<file path="src/design/bms_pkg.sv">
`default_nettype none
package bms_pkg;

  // input opcodes
  localparam logic [1:0] OP_TICK    = 2'd0;
  localparam logic [1:0] OP_REQUEST = 2'd1;
  localparam logic [1:0] OP_DONE    = 2'd2;

  // configuration register indexes
  localparam logic [1:0] CFG_INTERVAL = 2'd0;
  localparam logic [1:0] CFG_OVERRIDE = 2'd1;
  localparam logic [1:0] CFG_LOW      = 2'd2;
  localparam logic [1:0] CFG_CRIT     = 2'd3;

  // pack formats
  localparam logic [1:0] FMT_UNKNOWN  = 2'd0;
  localparam logic [1:0] FMT_MINI     = 2'd1;
  localparam logic [1:0] FMT_STANDARD = 2'd2;

  // event codes
  localparam logic [2:0] EV_NONE     = 3'd0;
  localparam logic [2:0] EV_ERROR    = 3'd1;
  localparam logic [2:0] EV_CRITICAL = 3'd2;
  localparam logic [2:0] EV_LOW      = 3'd3;
  localparam logic [2:0] EV_UPDATE   = 3'd4;

  // width of the converted voltage before range check
  localparam int MV_CALC_W = 17;

  // valid ranges per format
  localparam logic [MV_CALC_W-1:0] STD_MIN_MV  = 17'd3800;
  localparam logic [MV_CALC_W-1:0] STD_MAX_MV  = 17'd7000;
  localparam logic [MV_CALC_W-1:0] MINI_MIN_MV = 17'd1800;
  localparam logic [MV_CALC_W-1:0] MINI_MAX_MV = 17'd3800;

  // default thresholds
  localparam logic [14:0] STD_LOW_MV   = 15'd4800;
  localparam logic [14:0] STD_CRIT_MV  = 15'd4000;
  localparam logic [14:0] MINI_LOW_MV  = 15'd2400;
  localparam logic [14:0] MINI_CRIT_MV = 15'd2000;

  // charge level: (v - base) / 10 or / 20 through a reciprocal
  localparam logic [14:0] STD_BASE_MV  = 15'd4000;
  localparam logic [14:0] MINI_BASE_MV = 15'd2000;
  localparam logic [15:0] PCT_RECIP    = 16'd52429;
  localparam int          PCT_SH_MINI  = 19;
  localparam int          PCT_SH_STD   = 20;
  localparam logic [6:0]  CHARGE_MAX   = 7'd100;

  typedef enum logic [2:0] {
    PH_PRESENCE = 3'd0,
    PH_DETECT   = 3'd1,
    PH_START    = 3'd2,
    PH_READ     = 3'd3
  } phase_t;

  typedef struct packed {
    logic [1:0]  opcode;
    logic        present_pin;
    logic [11:0] adc_millivolts;
    logic        adc_ok;
  } item_t;

  typedef struct packed {
    logic [31:0] interval;
    logic        override;
    logic [14:0] low_mv;
    logic [14:0] crit_mv;
  } cfg_t;

  typedef struct packed {
    phase_t      phase;
    logic [1:0]  fmt;
    logic        measuring;
    logic [14:0] bmv;
    logic        bvalid;
    logic [31:0] countdown;
    logic        armed;
    logic        awaiting;
  } state_t;

  localparam state_t STATE_RESET = '{
    phase:     PH_PRESENCE,
    fmt:       FMT_UNKNOWN,
    measuring: 1'b0,
    bmv:       15'd0,
    bvalid:    1'b0,
    countdown: 32'd0,
    armed:     1'b0,
    awaiting:  1'b0
  };

  // what one item produced, before the charge level is added
  typedef struct packed {
    logic [2:0]  ev_a;
    logic [2:0]  ev_b;
    logic        two;
    logic        conv;
    logic        accepted;
    logic [14:0] bmv;
    logic        bvalid;
    logic [1:0]  fmt;
    logic        awaiting;
  } res_t;

  typedef struct packed {
    res_t       res;
    logic [6:0] pct;
  } out_t;

endpackage
`default_nettype wire

</file>
<file path="src/design/bms_in_if.sv">
`default_nettype none
interface bms_in_if;
  logic        valid;
  logic        ready;
  logic [1:0]  opcode;
  logic        present_pin;
  logic [11:0] adc_millivolts;
  logic        adc_ok;

  modport source (output valid, output opcode, output present_pin,
                  output adc_millivolts, output adc_ok, input ready);
  modport sink   (input valid, input opcode, input present_pin,
                  input adc_millivolts, input adc_ok, output ready);
endinterface
`default_nettype wire

</file>
<file path="src/design/bms_out_if.sv">
`default_nettype none
interface bms_out_if;
  logic        valid;
  logic        ready;
  logic [2:0]  event_code;
  logic [14:0] voltage_mv;
  logic        voltage_valid;
  logic [6:0]  charge_percent;
  logic [1:0]  battery_format;
  logic        start_conversion;
  logic        sense_enable;
  logic        request_accepted;
  logic        last;

  modport source (output valid, output event_code, output voltage_mv,
                  output voltage_valid, output charge_percent, output battery_format,
                  output start_conversion, output sense_enable,
                  output request_accepted, output last, input ready);
  modport sink   (input valid, input event_code, input voltage_mv,
                  input voltage_valid, input charge_percent, input battery_format,
                  input start_conversion, input sense_enable,
                  input request_accepted, input last, output ready);
endinterface
`default_nettype wire

</file>
<file path="src/design/bms_step.sv">
`default_nettype none
module bms_step #(
  parameter int COEFF_FRACTION_BITS = 16
) (
  input  bms_pkg::item_t  item,
  input  bms_pkg::state_t st,
  input  bms_pkg::cfg_t   cfg,
  output bms_pkg::state_t st_nxt,
  output bms_pkg::res_t   res
);

  localparam int F     = COEFF_FRACTION_BITS;
  localparam int GainW = F + 4;
  localparam int SumW  = F + 17;
  localparam longint unsigned StdGain    = ((64'd11068 << F) + 64'd650) / 64'd1300;
  localparam longint unsigned StdOffset  = ((64'd212 << F) + 64'd5) / 64'd10;
  localparam longint unsigned MiniGain   = ((64'd3285 << F) + 64'd500) / 64'd1000;
  localparam longint unsigned MiniOffset = ((64'd69 << F) + 64'd5) / 64'd10;
  localparam longint unsigned HalfQ      = 64'd1 << (F - 1);

  logic                            mini;
  logic [GainW-1:0]                gain;
  logic [SumW-1:0]                 offset;
  logic [SumW-1:0]                 sum;
  logic [bms_pkg::MV_CALC_W-1:0]   v;
  logic                            detect_std;
  logic                            read_ok;
  logic [14:0]                     low_mv;
  logic [14:0]                     crit_mv;
  logic                            interval_nz;
  logic [31:0]                     cd_dec;
  logic                            run;
  bms_pkg::state_t                 n;
  logic [2:0]                      ev_a;
  logic [2:0]                      ev_b;
  logic                            two;
  logic                            conv;
  logic                            accepted;

  // detection always uses the standard coefficients
  assign mini   = (st.phase == bms_pkg::PH_READ) && (st.fmt == bms_pkg::FMT_MINI);
  assign gain   = mini ? GainW'(MiniGain) : GainW'(StdGain);
  assign offset = mini ? SumW'(MiniOffset) : SumW'(StdOffset);
  assign sum    = SumW'(item.adc_millivolts) * SumW'(gain) + offset + SumW'(HalfQ);
  assign v      = sum[F +: bms_pkg::MV_CALC_W];

  assign detect_std = item.adc_ok && (v > bms_pkg::STD_MIN_MV) && (v < bms_pkg::STD_MAX_MV);
  assign read_ok = item.adc_ok &&
                   (v >= (mini ? bms_pkg::MINI_MIN_MV : bms_pkg::STD_MIN_MV)) &&
                   (v <= (mini ? bms_pkg::MINI_MAX_MV : bms_pkg::STD_MAX_MV));

  assign low_mv  = cfg.override ? cfg.low_mv :
                   (mini ? bms_pkg::MINI_LOW_MV : bms_pkg::STD_LOW_MV);
  assign crit_mv = cfg.override ? cfg.crit_mv :
                   (mini ? bms_pkg::MINI_CRIT_MV : bms_pkg::STD_CRIT_MV);

  assign interval_nz = (cfg.interval != 32'd0);
  assign cd_dec      = (st.countdown != 32'd0) ? st.countdown - 32'd1 : st.countdown;

  always_comb begin
    n        = st;
    ev_a     = bms_pkg::EV_NONE;
    ev_b     = bms_pkg::EV_NONE;
    two      = 1'b0;
    conv     = 1'b0;
    accepted = 1'b0;
    run      = 1'b0;

    unique case (item.opcode)
      bms_pkg::OP_TICK: begin
        n.countdown = cd_dec;
        if (st.armed && cd_dec == 32'd0) begin
          n.armed = 1'b0;
          run     = 1'b1;
        end
      end
      bms_pkg::OP_REQUEST: begin
        if (!st.measuring) begin
          n.measuring = 1'b1;
          accepted    = 1'b1;
          if (!st.awaiting) begin
            n.armed = 1'b0;
            run     = 1'b1;
          end
        end
      end
      bms_pkg::OP_DONE: begin
        if (st.awaiting) begin
          n.awaiting = 1'b0;
          run        = 1'b1;
        end
      end
      default: begin
      end
    endcase

    if (run) begin
      unique case (st.phase)
        bms_pkg::PH_PRESENCE: begin
          n.countdown = cfg.interval;
          n.fmt       = bms_pkg::FMT_UNKNOWN;
          if (!item.present_pin) begin
            n.armed = interval_nz;
            if (!interval_nz) n.measuring = 1'b0;
            ev_a = bms_pkg::EV_ERROR;
          end else begin
            n.awaiting = 1'b1;
            conv       = 1'b1;
            n.phase    = bms_pkg::PH_DETECT;
          end
        end
        bms_pkg::PH_DETECT: begin
          n.fmt = detect_std ? bms_pkg::FMT_STANDARD : bms_pkg::FMT_MINI;
          // a pending measurement goes straight on to its start
          if (n.measuring) begin
            n.countdown = cfg.interval;
            n.awaiting  = 1'b1;
            conv        = 1'b1;
            n.phase     = bms_pkg::PH_READ;
          end else begin
            n.phase = bms_pkg::PH_START;
            n.armed = interval_nz;
          end
        end
        bms_pkg::PH_START: begin
          n.countdown = cfg.interval;
          n.awaiting  = 1'b1;
          conv        = 1'b1;
          n.phase     = bms_pkg::PH_READ;
        end
        bms_pkg::PH_READ: begin
          n.measuring = 1'b0;
          n.armed     = interval_nz;
          if (!read_ok) begin
            n.bvalid = 1'b0;
            n.phase  = bms_pkg::PH_PRESENCE;
            ev_a     = bms_pkg::EV_ERROR;
          end else begin
            n.bmv    = v[14:0];
            n.bvalid = 1'b1;
            n.phase  = bms_pkg::PH_START;
            if (v[14:0] <= crit_mv) begin
              ev_a = bms_pkg::EV_CRITICAL;
              ev_b = bms_pkg::EV_UPDATE;
              two  = 1'b1;
            end else if (v[14:0] <= low_mv) begin
              ev_a = bms_pkg::EV_LOW;
              ev_b = bms_pkg::EV_UPDATE;
              two  = 1'b1;
            end else begin
              ev_a = bms_pkg::EV_UPDATE;
            end
          end
        end
        default: begin
        end
      endcase
    end
  end

  assign st_nxt       = n;
  assign res.ev_a     = ev_a;
  assign res.ev_b     = ev_b;
  assign res.two      = two;
  assign res.conv     = conv;
  assign res.accepted = accepted;
  assign res.bmv      = n.bmv;
  assign res.bvalid   = n.bvalid;
  assign res.fmt      = n.fmt;
  assign res.awaiting = n.awaiting;

endmodule
`default_nettype wire

</file>
<file path="src/design/bms_pct.sv">
`default_nettype none
module bms_pct (
  input  logic [14:0] mv,
  input  logic        mv_valid,
  input  logic [1:0]  fmt,
  output logic [6:0]  pct
);

  logic        mini;
  logic [14:0] base;
  logic        above;
  logic [14:0] diff;
  logic [30:0] prod;
  logic [11:0] quo;

  assign mini  = (fmt == bms_pkg::FMT_MINI);
  assign base  = mini ? bms_pkg::MINI_BASE_MV : bms_pkg::STD_BASE_MV;
  assign above = mv_valid && (mv > base);
  assign diff  = mv - base;
  // reciprocal of ten, exact for every 15-bit difference
  assign prod  = 31'(diff) * 31'(bms_pkg::PCT_RECIP);
  assign quo   = mini ? 12'(prod >> bms_pkg::PCT_SH_MINI) : 12'(prod >> bms_pkg::PCT_SH_STD);
  assign pct   = !above ? 7'd0 :
                 (quo > 12'(bms_pkg::CHARGE_MAX)) ? bms_pkg::CHARGE_MAX : quo[6:0];

endmodule
`default_nettype wire

</file>
<file path="src/design/battery_monitor_sequencer_core.sv">
// channel | dir | handshake       | payload
// in_if   | in  | valid / ready   | opcode, present_pin, adc_millivolts, adc_ok
// out_if  | out | valid / ready   | event_code, voltage_mv, voltage_valid, charge_percent,
//         |     |                 | battery_format, start_conversion, sense_enable,
//         |     |                 | request_accepted, last
// cfg     | in  | cfg_we          | cfg_index, cfg_wdata
//
// one item accepted per cycle while in_if.ready is high; each item passes through in_r,
// res_b_r and c_r, and its result is offered on out_if from c_r
// an item with two events holds the output register for two result transfers
// sequencing and voltage conversion (one constant multiply) sit in one stage,
// the charge level (reciprocal multiply) in the next
// rst_n is synchronous, active low; clears the pipe, sequencer state and configuration registers
// out_if.ready low backs the pipe up; in_if.ready drops once all three stages are full
`default_nettype none
module battery_monitor_sequencer_core #(
  parameter int COEFF_FRACTION_BITS = 16
) (
  input  logic             clk,
  input  logic             rst_n,
  bms_in_if.sink           in_if,
  bms_out_if.source        out_if,
  input  logic             cfg_we,
  input  logic [1:0]       cfg_index,
  input  logic [31:0]      cfg_wdata
);

  // configuration registers
  bms_pkg::cfg_t   cfg_r;

  // sequencer state
  bms_pkg::state_t st_r;
  bms_pkg::state_t st_nxt;
  bms_pkg::state_t step_st;
  bms_pkg::res_t   step_res;

  // stage a: input register
  logic            a_valid_r;
  logic            a_valid_nxt;
  bms_pkg::item_t  in_r;

  // stage b: result of the sequencer step
  logic            b_valid_r;
  logic            b_valid_nxt;
  bms_pkg::res_t   res_b_r;

  // stage c: output register, sub_r picks the second event
  logic            c_valid_r;
  logic            c_valid_nxt;
  bms_pkg::out_t   c_r;
  logic            sub_r;
  logic [6:0]      pct;

  logic            in_xfer;
  logic            out_xfer;
  logic            c_last;
  logic            c_free;
  logic            b_adv;
  logic            b_free;
  logic            a_adv;
  logic            a_free;

  // pipeline control, back to front
  assign c_last   = !c_r.res.two || sub_r;
  assign out_xfer = out_if.valid && out_if.ready;
  assign c_free   = !c_valid_r || (out_xfer && c_last);
  assign b_adv    = b_valid_r && c_free;
  assign b_free   = !b_valid_r || c_free;
  assign a_adv    = a_valid_r && b_free;
  assign a_free   = !a_valid_r || b_free;
  assign in_if.ready = a_free;
  assign in_xfer  = in_if.valid && in_if.ready;

  assign a_valid_nxt = (a_valid_r && !a_adv) || in_xfer;
  assign b_valid_nxt = (b_valid_r && !b_adv) || a_adv;
  assign c_valid_nxt = (c_valid_r && !(out_xfer && c_last)) || b_adv;

  bms_step #(
    .COEFF_FRACTION_BITS(COEFF_FRACTION_BITS)
  ) u_step (
    .item   (in_r),
    .st     (st_r),
    .cfg    (cfg_r),
    .st_nxt (step_st),
    .res    (step_res)
  );

  bms_pct u_pct (
    .mv       (res_b_r.bmv),
    .mv_valid (res_b_r.bvalid),
    .fmt      (res_b_r.fmt),
    .pct      (pct)
  );

  // state moves on with each item; an interval write acts on it at once
  // (writes must only come while the pipe is empty; the block does not enforce this)
  always_comb begin
    st_nxt = a_adv ? step_st : st_r;
    if (cfg_we && cfg_index == bms_pkg::CFG_INTERVAL) begin
      if (cfg_wdata == 32'd0) begin
        if (!st_r.measuring) st_nxt.armed = 1'b0;
      end else if (!st_r.measuring) begin
        // behaves as a measure request run from the next tick
        st_nxt.measuring = 1'b1;
        if (!st_r.awaiting) begin
          st_nxt.countdown = 32'd0;
          st_nxt.armed     = 1'b1;
        end
      end
    end
  end

  // control registers
  always_ff @(posedge clk) begin
    if (!rst_n) begin
      a_valid_r <= 1'b0;
      b_valid_r <= 1'b0;
      c_valid_r <= 1'b0;
      sub_r     <= 1'b0;
      st_r      <= bms_pkg::STATE_RESET;
      cfg_r     <= '0;
    end else begin
      a_valid_r <= a_valid_nxt;
      b_valid_r <= b_valid_nxt;
      c_valid_r <= c_valid_nxt;
      st_r      <= st_nxt;
      if (b_adv) begin
        sub_r <= 1'b0;
      end else if (out_xfer && !c_last) begin
        sub_r <= 1'b1;
      end
      if (cfg_we) begin
        unique case (cfg_index)
          bms_pkg::CFG_INTERVAL: cfg_r.interval <= cfg_wdata;
          bms_pkg::CFG_OVERRIDE: cfg_r.override <= cfg_wdata[0];
          bms_pkg::CFG_LOW:      cfg_r.low_mv   <= cfg_wdata[14:0];
          bms_pkg::CFG_CRIT:     cfg_r.crit_mv  <= cfg_wdata[14:0];
          default: begin
          end
        endcase
      end
    end
  end

  // payload registers
  always_ff @(posedge clk) begin
    if (in_xfer) begin
      in_r.opcode         <= in_if.opcode;
      in_r.present_pin    <= in_if.present_pin;
      in_r.adc_millivolts <= in_if.adc_millivolts;
      in_r.adc_ok         <= in_if.adc_ok;
    end
    if (a_adv) begin
      res_b_r <= step_res;
    end
    if (b_adv) begin
      c_r.res <= res_b_r;
      c_r.pct <= pct;
    end
  end

  // result channel: level event first, then update
  assign out_if.valid            = c_valid_r;
  assign out_if.event_code       = sub_r ? c_r.res.ev_b : c_r.res.ev_a;
  assign out_if.voltage_mv       = c_r.res.bmv;
  assign out_if.voltage_valid    = c_r.res.bvalid;
  assign out_if.charge_percent   = c_r.pct;
  assign out_if.battery_format   = c_r.res.fmt;
  assign out_if.start_conversion = c_r.res.conv && c_last;
  assign out_if.sense_enable     = c_r.res.awaiting;
  assign out_if.request_accepted = c_r.res.accepted;
  assign out_if.last             = c_last;

endmodule
`default_nettype wire

</file>
<file path="src/flat_wrapper.sv">
// flat-port wrapper written by rule: the top's interface ports become plain ports
module battery_monitor_sequencer_core_flat 
#(
  parameter int COEFF_FRACTION_BITS = 16
)
  (clk, rst_n, cfg_we, cfg_index, cfg_wdata, in_if_valid, in_if_opcode, in_if_present_pin, in_if_adc_millivolts, in_if_adc_ok, in_if_ready, out_if_valid, out_if_event_code, out_if_voltage_mv, out_if_voltage_valid, out_if_charge_percent, out_if_battery_format, out_if_start_conversion, out_if_sense_enable, out_if_request_accepted, out_if_last, out_if_ready);
  bms_in_if in_if_i ();
  bms_out_if out_if_i ();
  input  logic clk;
  input  logic rst_n;
  input  logic cfg_we;
  input  logic [1:0] cfg_index;
  input  logic [31:0] cfg_wdata;
  input wire logic [$bits(in_if_i.valid)-1:0] in_if_valid;
  input wire logic [$bits(in_if_i.opcode)-1:0] in_if_opcode;
  input wire logic [$bits(in_if_i.present_pin)-1:0] in_if_present_pin;
  input wire logic [$bits(in_if_i.adc_millivolts)-1:0] in_if_adc_millivolts;
  input wire logic [$bits(in_if_i.adc_ok)-1:0] in_if_adc_ok;
  output wire logic [$bits(in_if_i.ready)-1:0] in_if_ready;
  output wire logic [$bits(out_if_i.valid)-1:0] out_if_valid;
  output wire logic [$bits(out_if_i.event_code)-1:0] out_if_event_code;
  output wire logic [$bits(out_if_i.voltage_mv)-1:0] out_if_voltage_mv;
  output wire logic [$bits(out_if_i.voltage_valid)-1:0] out_if_voltage_valid;
  output wire logic [$bits(out_if_i.charge_percent)-1:0] out_if_charge_percent;
  output wire logic [$bits(out_if_i.battery_format)-1:0] out_if_battery_format;
  output wire logic [$bits(out_if_i.start_conversion)-1:0] out_if_start_conversion;
  output wire logic [$bits(out_if_i.sense_enable)-1:0] out_if_sense_enable;
  output wire logic [$bits(out_if_i.request_accepted)-1:0] out_if_request_accepted;
  output wire logic [$bits(out_if_i.last)-1:0] out_if_last;
  input wire logic [$bits(out_if_i.ready)-1:0] out_if_ready;
  assign in_if_i.valid = in_if_valid;
  assign in_if_i.opcode = in_if_opcode;
  assign in_if_i.present_pin = in_if_present_pin;
  assign in_if_i.adc_millivolts = in_if_adc_millivolts;
  assign in_if_i.adc_ok = in_if_adc_ok;
  assign in_if_ready = in_if_i.ready;
  assign out_if_valid = out_if_i.valid;
  assign out_if_event_code = out_if_i.event_code;
  assign out_if_voltage_mv = out_if_i.voltage_mv;
  assign out_if_voltage_valid = out_if_i.voltage_valid;
  assign out_if_charge_percent = out_if_i.charge_percent;
  assign out_if_battery_format = out_if_i.battery_format;
  assign out_if_start_conversion = out_if_i.start_conversion;
  assign out_if_sense_enable = out_if_i.sense_enable;
  assign out_if_request_accepted = out_if_i.request_accepted;
  assign out_if_last = out_if_i.last;
  assign out_if_i.ready = out_if_ready;
  battery_monitor_sequencer_core #(.COEFF_FRACTION_BITS(COEFF_FRACTION_BITS)) u_core (.clk(clk), .rst_n(rst_n), .in_if(in_if_i), .out_if(out_if_i), .cfg_we(cfg_we), .cfg_index(cfg_index), .cfg_wdata(cfg_wdata));
endmodule
</file>
<file path="config.mk">
export PLATFORM = sky130hd
export DESIGN_NAME = battery_monitor_sequencer_core_flat
export DESIGN_NICKNAME = d
export VERILOG_FILES = /design/src/design/bms_pkg.sv /design/src/design/bms_in_if.sv /design/src/design/bms_out_if.sv /design/src/design/bms_step.sv /design/src/design/bms_pct.sv /design/src/design/battery_monitor_sequencer_core.sv /design/src/flat_wrapper.sv
export SDC_FILE = /design/constraint.sdc
export NUM_CORES = 1
export LEC_CHECK = 0
export ABC_AREA = 1
export BUFFER_PORTS_ARGS = -buffer_cell sky130_fd_sc_hd__buf_2
export CORE_MARGIN = 5
export CORE_UTILIZATION = 35
export DETAILED_ROUTE_END_ITERATION = 12
export GPL_ROUTABILITY_DRIVEN = 0
export GPL_TIMING_DRIVEN = 0
export SLEW_MARGIN = 20
export SYNTH_ARGS = -nofsm -noshare
export SYNTH_HDL_FRONTEND = slang
export SYNTH_SLANG_ARGS = --single-unit
</file>
<file path="constraint.sdc">
create_clock -name clk -period 10.3 [get_ports clk]
set_input_delay 0.515 -clock clk [delete_from_list [all_inputs] [get_ports clk]]
set_output_delay 0.515 -clock clk [all_outputs]
set_load 0.05 [all_outputs]
</file>
Word level (Yosys, flattened, before mapping). Cells that the tools add are included.

$add $sub $neg: 4. $mul: 2. Order comparisons: 8. Equal/unequal tests: 11. Muxes and demuxes: 69. Bitwise operators: 5. Reduce and logical (&&, ||, !) cells: 51.

Operator list (count): $mux 32 (4); $mux 33 (3); $logic_not 32->1 (2); $pmux 32 s2 (1); $reduce_bool 32->1 (2); $mux 53 (1); $mux 51 (1); $mux 12 (4); $mux 15 (3); $add 32x21->33 (1); $add 33x16->33 const B (1); $mul 12x20->32 (1); $sub 32x1->32 const B (1); $mul 15x16->31 const B (1); $le 15x15->1 (2); $mux 1 (28); $mux 13 (2); $mux 21 (1); $mux 3 (7); $mux 20 (1); $logic_and 1x1->1 (18); $ge 17x12->1 (1); $gt 17x12->1 const B (1); $le 17x13->1 (1); 28 further kinds (62).

Register bits: 202. Input bits: 55. Output and inout bits: 34. Word-level logic and storage cells: 191.

Logic depth before layout (Yosys ltp).
Word-level depth: 17. Mapped depth: 44. Gate-level depth less buffers: 43.

Modules after synthesis. Synthesis repeated with hierarchy kept, for this count alone.

Cells, all modules: 3174. Area total of the unflattened synthesis: 23396.2 µm².

Modules (own cells, without submodules): bms_step (instances 1, cells each 1656, area each 10983.0 µm², seq. area each 0.0 µm²); battery_monitor_sequencer_core (instances 1, cells each 748, area each 7269.5 µm², seq. area each 4834.6 µm²); bms_pct (instances 1, cells each 770, area each 5143.7 µm², seq. area each 0.0 µm²).

Worst setup path before layout. No wires, ideal clock.

Kind: reg-to-reg. Start point: reg u_core.st_r[54] in the netlist's numbering. End point: reg u_core.res_b_r[25] in the netlist's numbering (data pin). Library setup time: 0.249 ns. Arrival time: 7.559 ns. Data required time: 10.051 ns. Path slack: 2.492 ns. Cell stages (with the launch flop): 35. Clock period less this slack: 7.808 ns. Path through: dfxtp_1 -> ha_1 -> nand3_2 -> clkinv_1 -> clkbuf_1 -> nor2_1 -> fa_1 -> fa_1 -> fa_1 -> fa_1 -> fa_1 -> inv_1 -> fa_1 -> inv_1 -> ha_1 -> a21oi_1 -> a21boi_0 -> o21ai_0 -> a21oi_1 -> nand2_1 -> nand2_1 -> nand2_1 -> ha_1 -> inv_1 -> nor2_1 -> nand2_1 -> nor2_1 -> nand2_1 -> nor2_1 -> nand2_1 -> nand2_2 -> buf_2 -> nand4_1 -> nand2_1 -> inv_1.

Cells in the longest elaborated chain, start to end: 11.

RTL lines: start, declared (line battery_monitor_sequencer_core.sv:32) `bms_pkg::state_t st_r;`; start signal, assigned (line battery_monitor_sequencer_core.sv:120) `st_r <= bms_pkg::STATE_RESET;`; start signal, assigned (line battery_monitor_sequencer_core.sv:126) `st_r <= st_nxt;`; $eq 3x2->1 (line bms_step.sv:41, bms_step.sv:98); $logic_and 1x1->1 (line bms_step.sv:41) `assign mini = (st.phase == bms_pkg::PH_READ) && (st.fmt == bms_pkg::FMT_MINI);`; $mux 20 (line bms_step.sv:42) `assign gain = mini ? GainW'(MiniGain) : GainW'(StdGain);`; $mul 12x20->32 (line bms_step.sv:44) `assign sum = SumW'(item.adc_millivolts) * SumW'(gain) + offset + SumW'(HalfQ);`; $add 32x21->33 (line bms_step.sv:44); $add 33x16->33 (line bms_step.sv:44); $le 15x15->1 / $ge 17x12->1 (equally long branches) (line bms_step.sv:146, bms_step.sv:49); $mux 3 / $logic_and 1x1->1 (equally long branches) (line bms_step.sv:146, bms_step.sv:48); $mux 3 / $logic_and 1x1->1 (equally long branches) (line bms_step.sv:142, bms_step.sv:49); $mux 3 (line bms_step.sv:134) `if (!read_ok) begin`; $pmux 3 s2 (*) (line bms_step.sv:98) `unique case (st.phase)`; end signal, assigned (line battery_monitor_sequencer_core.sv:154) `res_b_r <= step_res;`; end, declared (line battery_monitor_sequencer_core.sv:45) `bms_pkg::res_t res_b_r;`.

Mark *: on every way between the ends. The rest lies on a longest branch, timed or not. A chain may end at the register's enable or synchronous reset.

Final worst setup path. Ends and elaborated chain as after synthesis.

==> impl_metrics.ini <==
[synthesis]
synthArstFlopShare_pct = 0
ys_ff_latch = 195
synth_area_leaders = fa_1 17%, ha_1 17%, dfxtp_1 11%
synth_top_area_share_pct = 17.1
synth-main-ff-cell = dfxtp_1
yosysMostFrequentCell = nand2_1
synthDistinctLibCells = 60
synth_area_sq_mm = 0.0220
synthCells = 2883
synth_edf_count = 73
synth_top_area_cell = fa_1
avgSynthCellArea_sq_um = 7.63
seq_area_frac_synth_pct = 21.1
synth_common_cells = 510 x nand2_1, 508 x inv_1, 348 x nor2_1, 295 x ha_1, 188 x fa_1
ys_warn_count = 0

[route]
first_pass_iters = 5
drc = 0
top_layer = met4
wl_met2_um = 27600
final_antenna_net_count = 0
met1Wirelength_um = 29000
dr.first_iter.drc_count = 1126
via_count = 18800
post_drt_wl_per_cell_um = 15.8
wl_um = 60700
wl_met3_um = 3100
routed_via_density = 4.88

[worst_setup_path]
max_stage_delay_ns = 0.61
cp.required_ns = 10.66
r2r_slack_ns = 0.73
path_max_fanout = 20
arrival_ns = 9.93
worstRegToRegCells = 33
crit_path_top_delay_cell = clkbuf_2
end_kind = flop
regToRegStartpoint = u_core.st_r[54]
critPathKind = reg2reg
cp-start-kind = flop
r2r_end = u_core.res_b_r[25]

[place]
portBuffers = 86
placed_cell_area_sq_mm = 0.0236
dp_hpwl_um = 50900
dp_slack_ns = 0.391

[clock_tree]
htreeDepth = 4
postCtsHoldBufs = 0
numCtsBuffers = 17
clk_pin_slew_ns = 0.10
cts_max_path_buffers = 2
cts_tree = yes
clockRootBuffer = clkbuf_16
post_cts_buffers = 0
cts.sinks = 195
insertion_delay_ns = 0.50
ctsResizeCount = 0

[power_and_ir_drop]
swShare_pct = 55.3
power.share.sequential_pct = 12.7
p_per_area_mw_per_mm2 = 287
p_comb_share_pct = 76.6
p_leak_uw = 0.0123
p_int_uw = 3110
pwr-share-clk_pct = 10.7
ir_worst_vdd_uv = 269
p_sw_uw = 3850

[timing]
setup_viol = 0
fin_ws_ns = 0.732
relSlewSlack_pct = 36.8
fin_crit_sh_pct = 92.9
report.final.slew_viol_count = 0
min_period_ns = 9.57
fin_skew_ns = 0.0217
rsz0062_at_grt = no
tightestPinTransition_ns = 0.947
hold_slack_ns = 0.182
hold_viol = 0
fmax_ghz = 0.105

[hold_path]
min_to = u_core.in_r[9]
hp-class = in2reg
hold_depth = 1
worstHoldStart = in_if_adc_millivolts[8]

[floorplan]
rows = 91
dieArea_sq_mm = 0.0679
fp.dieW_um = 261
core-area_sq_mm = 0.0619
die_h_um = 261
io_pins = 89
initial_core_util_pct = 35.5

[global_routing]
grt_pass1_wl_um = 98400
grt_pass1_vias = 18400
grt-ovfl-total = 0
grt_max_degree = 27
antenna_found_initial = 0
grt_use_total_pct = 18.2

[outcome]
status = finished, final reports clean

[final_layout]
antenna_cells = 0
final_cell_area_sq_mm = 0.0242
layout.nets = 3539
layout-drive-gt1-share_pct = 7.50
areaGrowthSynthToFinish_pct = 10.2

[job]
drv_cap = 0
[layout by cell type (no fill, tap or decap), types with 13 or more instances in the layout]
cell / count
inv_1: 508
nand2_2: 19
xor2_1: 15
nor3_1: 26
nand2_1: 510
clkbuf_16: 17
dfxtp_1: 122
edfxtp_1: 73
nor2_1: 345
conb_1: 13
buf_4: 26
o21ai_1: 14
nand4_1: 51
nand3_1: 145
nor4_1: 20
o21ai_0: 187
a21oi_1: 135
a31oi_1: 15
ha_1: 295
buf_2: 93
fa_1: 188
clkbuf_1: 51
[routing by layer]
metal,GRT usage [%],vias up
li1,-,9514
met1,25.5,8753
met2,29.7,444
met3,2.66,65
met4,4.30,0
met5,0,-
[state kept, by name, summed over array words and instances, names as in the netlist]
name and flops:
u_core.sub_r 1, u_core.out_if.battery_format 2, u_core.cfg_r 63, u_core.b_valid_r 1, u_core.out_if.voltage_mv 15, u_core.st_r 55, u_core.out_if.sense_enable 1, u_core.out_if.request_accepted 1
u_core.c_r 5, u_core.out_if.valid 1, u_core.res_b_r 25, u_core.out_if.voltage_valid 1, u_core.out_if.charge_percent 7, u_core.a_valid_r 1, u_core.in_r 16
[cell families (layout without fill, tap and decap cells)]
logic type	Yosys count	count (layout)	share of synthesized area [%]
buffers and inverters	610	730	11.1
DFF	195	195	21.1
and+or+nand+nor	1168	1168	23.0
AOI/OAI and AO/OA	402	402	9.95
adders and majority gates	483	483	33.9
xor gates and xnor gates	23	23	0.916
other	2	13	0.0341
[worst max-delay path, delay by kind of cell (launching register included)]
family	cells	cell delay [ns]
AO/OA/AOI/OAI	8	1.81
AND/OR/NAND/NOR	11	1.84
flip-flops	1	0.37
adder cells (fa/ha/maj)	9	4.02
buffers and inverters	5	1.35
[final cells by class]
| class | instances | area, sq um |
|---|---|---|
| fillers | 6458 | 37700 |
| multi-input cells | 2089 | 15000 |
| flip-flops and latches | 195 | 4630 |
| inverters | 515 | 1940 |
| well taps | 837 | 1050 |
| plain buffers | 95 | 510 |
| repair buffers | 88 | 470 |
| clock buffers | 17 | 425 |
| clock inverters | 15 | 225 |
[metrics by stage]
step                      power (uW)  std cells  setup TNS, ns  utilization, %
after global routing            7890       3851              0            39.1
after CTS                       6990       3851              0            39.1
final                           6960       3851              0            39.1
after global placement          6170       3817        -0.0670            38.0
after detailed placement        6170       3819              0            38.0
after floorplan                 4930       2894              0               -
[power groups by stage]
stage               sequential, uW  clock, uW  combinational, uW
floorplan                      885          0               4050
global placement               901          0               5270
detailed placement             901          0               5270
CTS                            883        768               5330
global route                   889        794               6210
finish                         884        747               5320
[worst max-delay path by stage]
stage / start / end / cells after the start
CTS: u_core.st_r[54] / u_core.res_b_r[25] / 32
global placement: u_core.st_r[54] / u_core.res_b_r[25] / 32
global route: u_core.st_r[54] / u_core.res_b_r[25] / 33
floorplan: u_core.st_r[54] / u_core.res_b_r[25] / 34
detailed placement: u_core.st_r[54] / u_core.res_b_r[25] / 32
finish: u_core.st_r[54] / u_core.res_b_r[25] / 33
No activity file was read; power rests on OpenSTA's default activity.
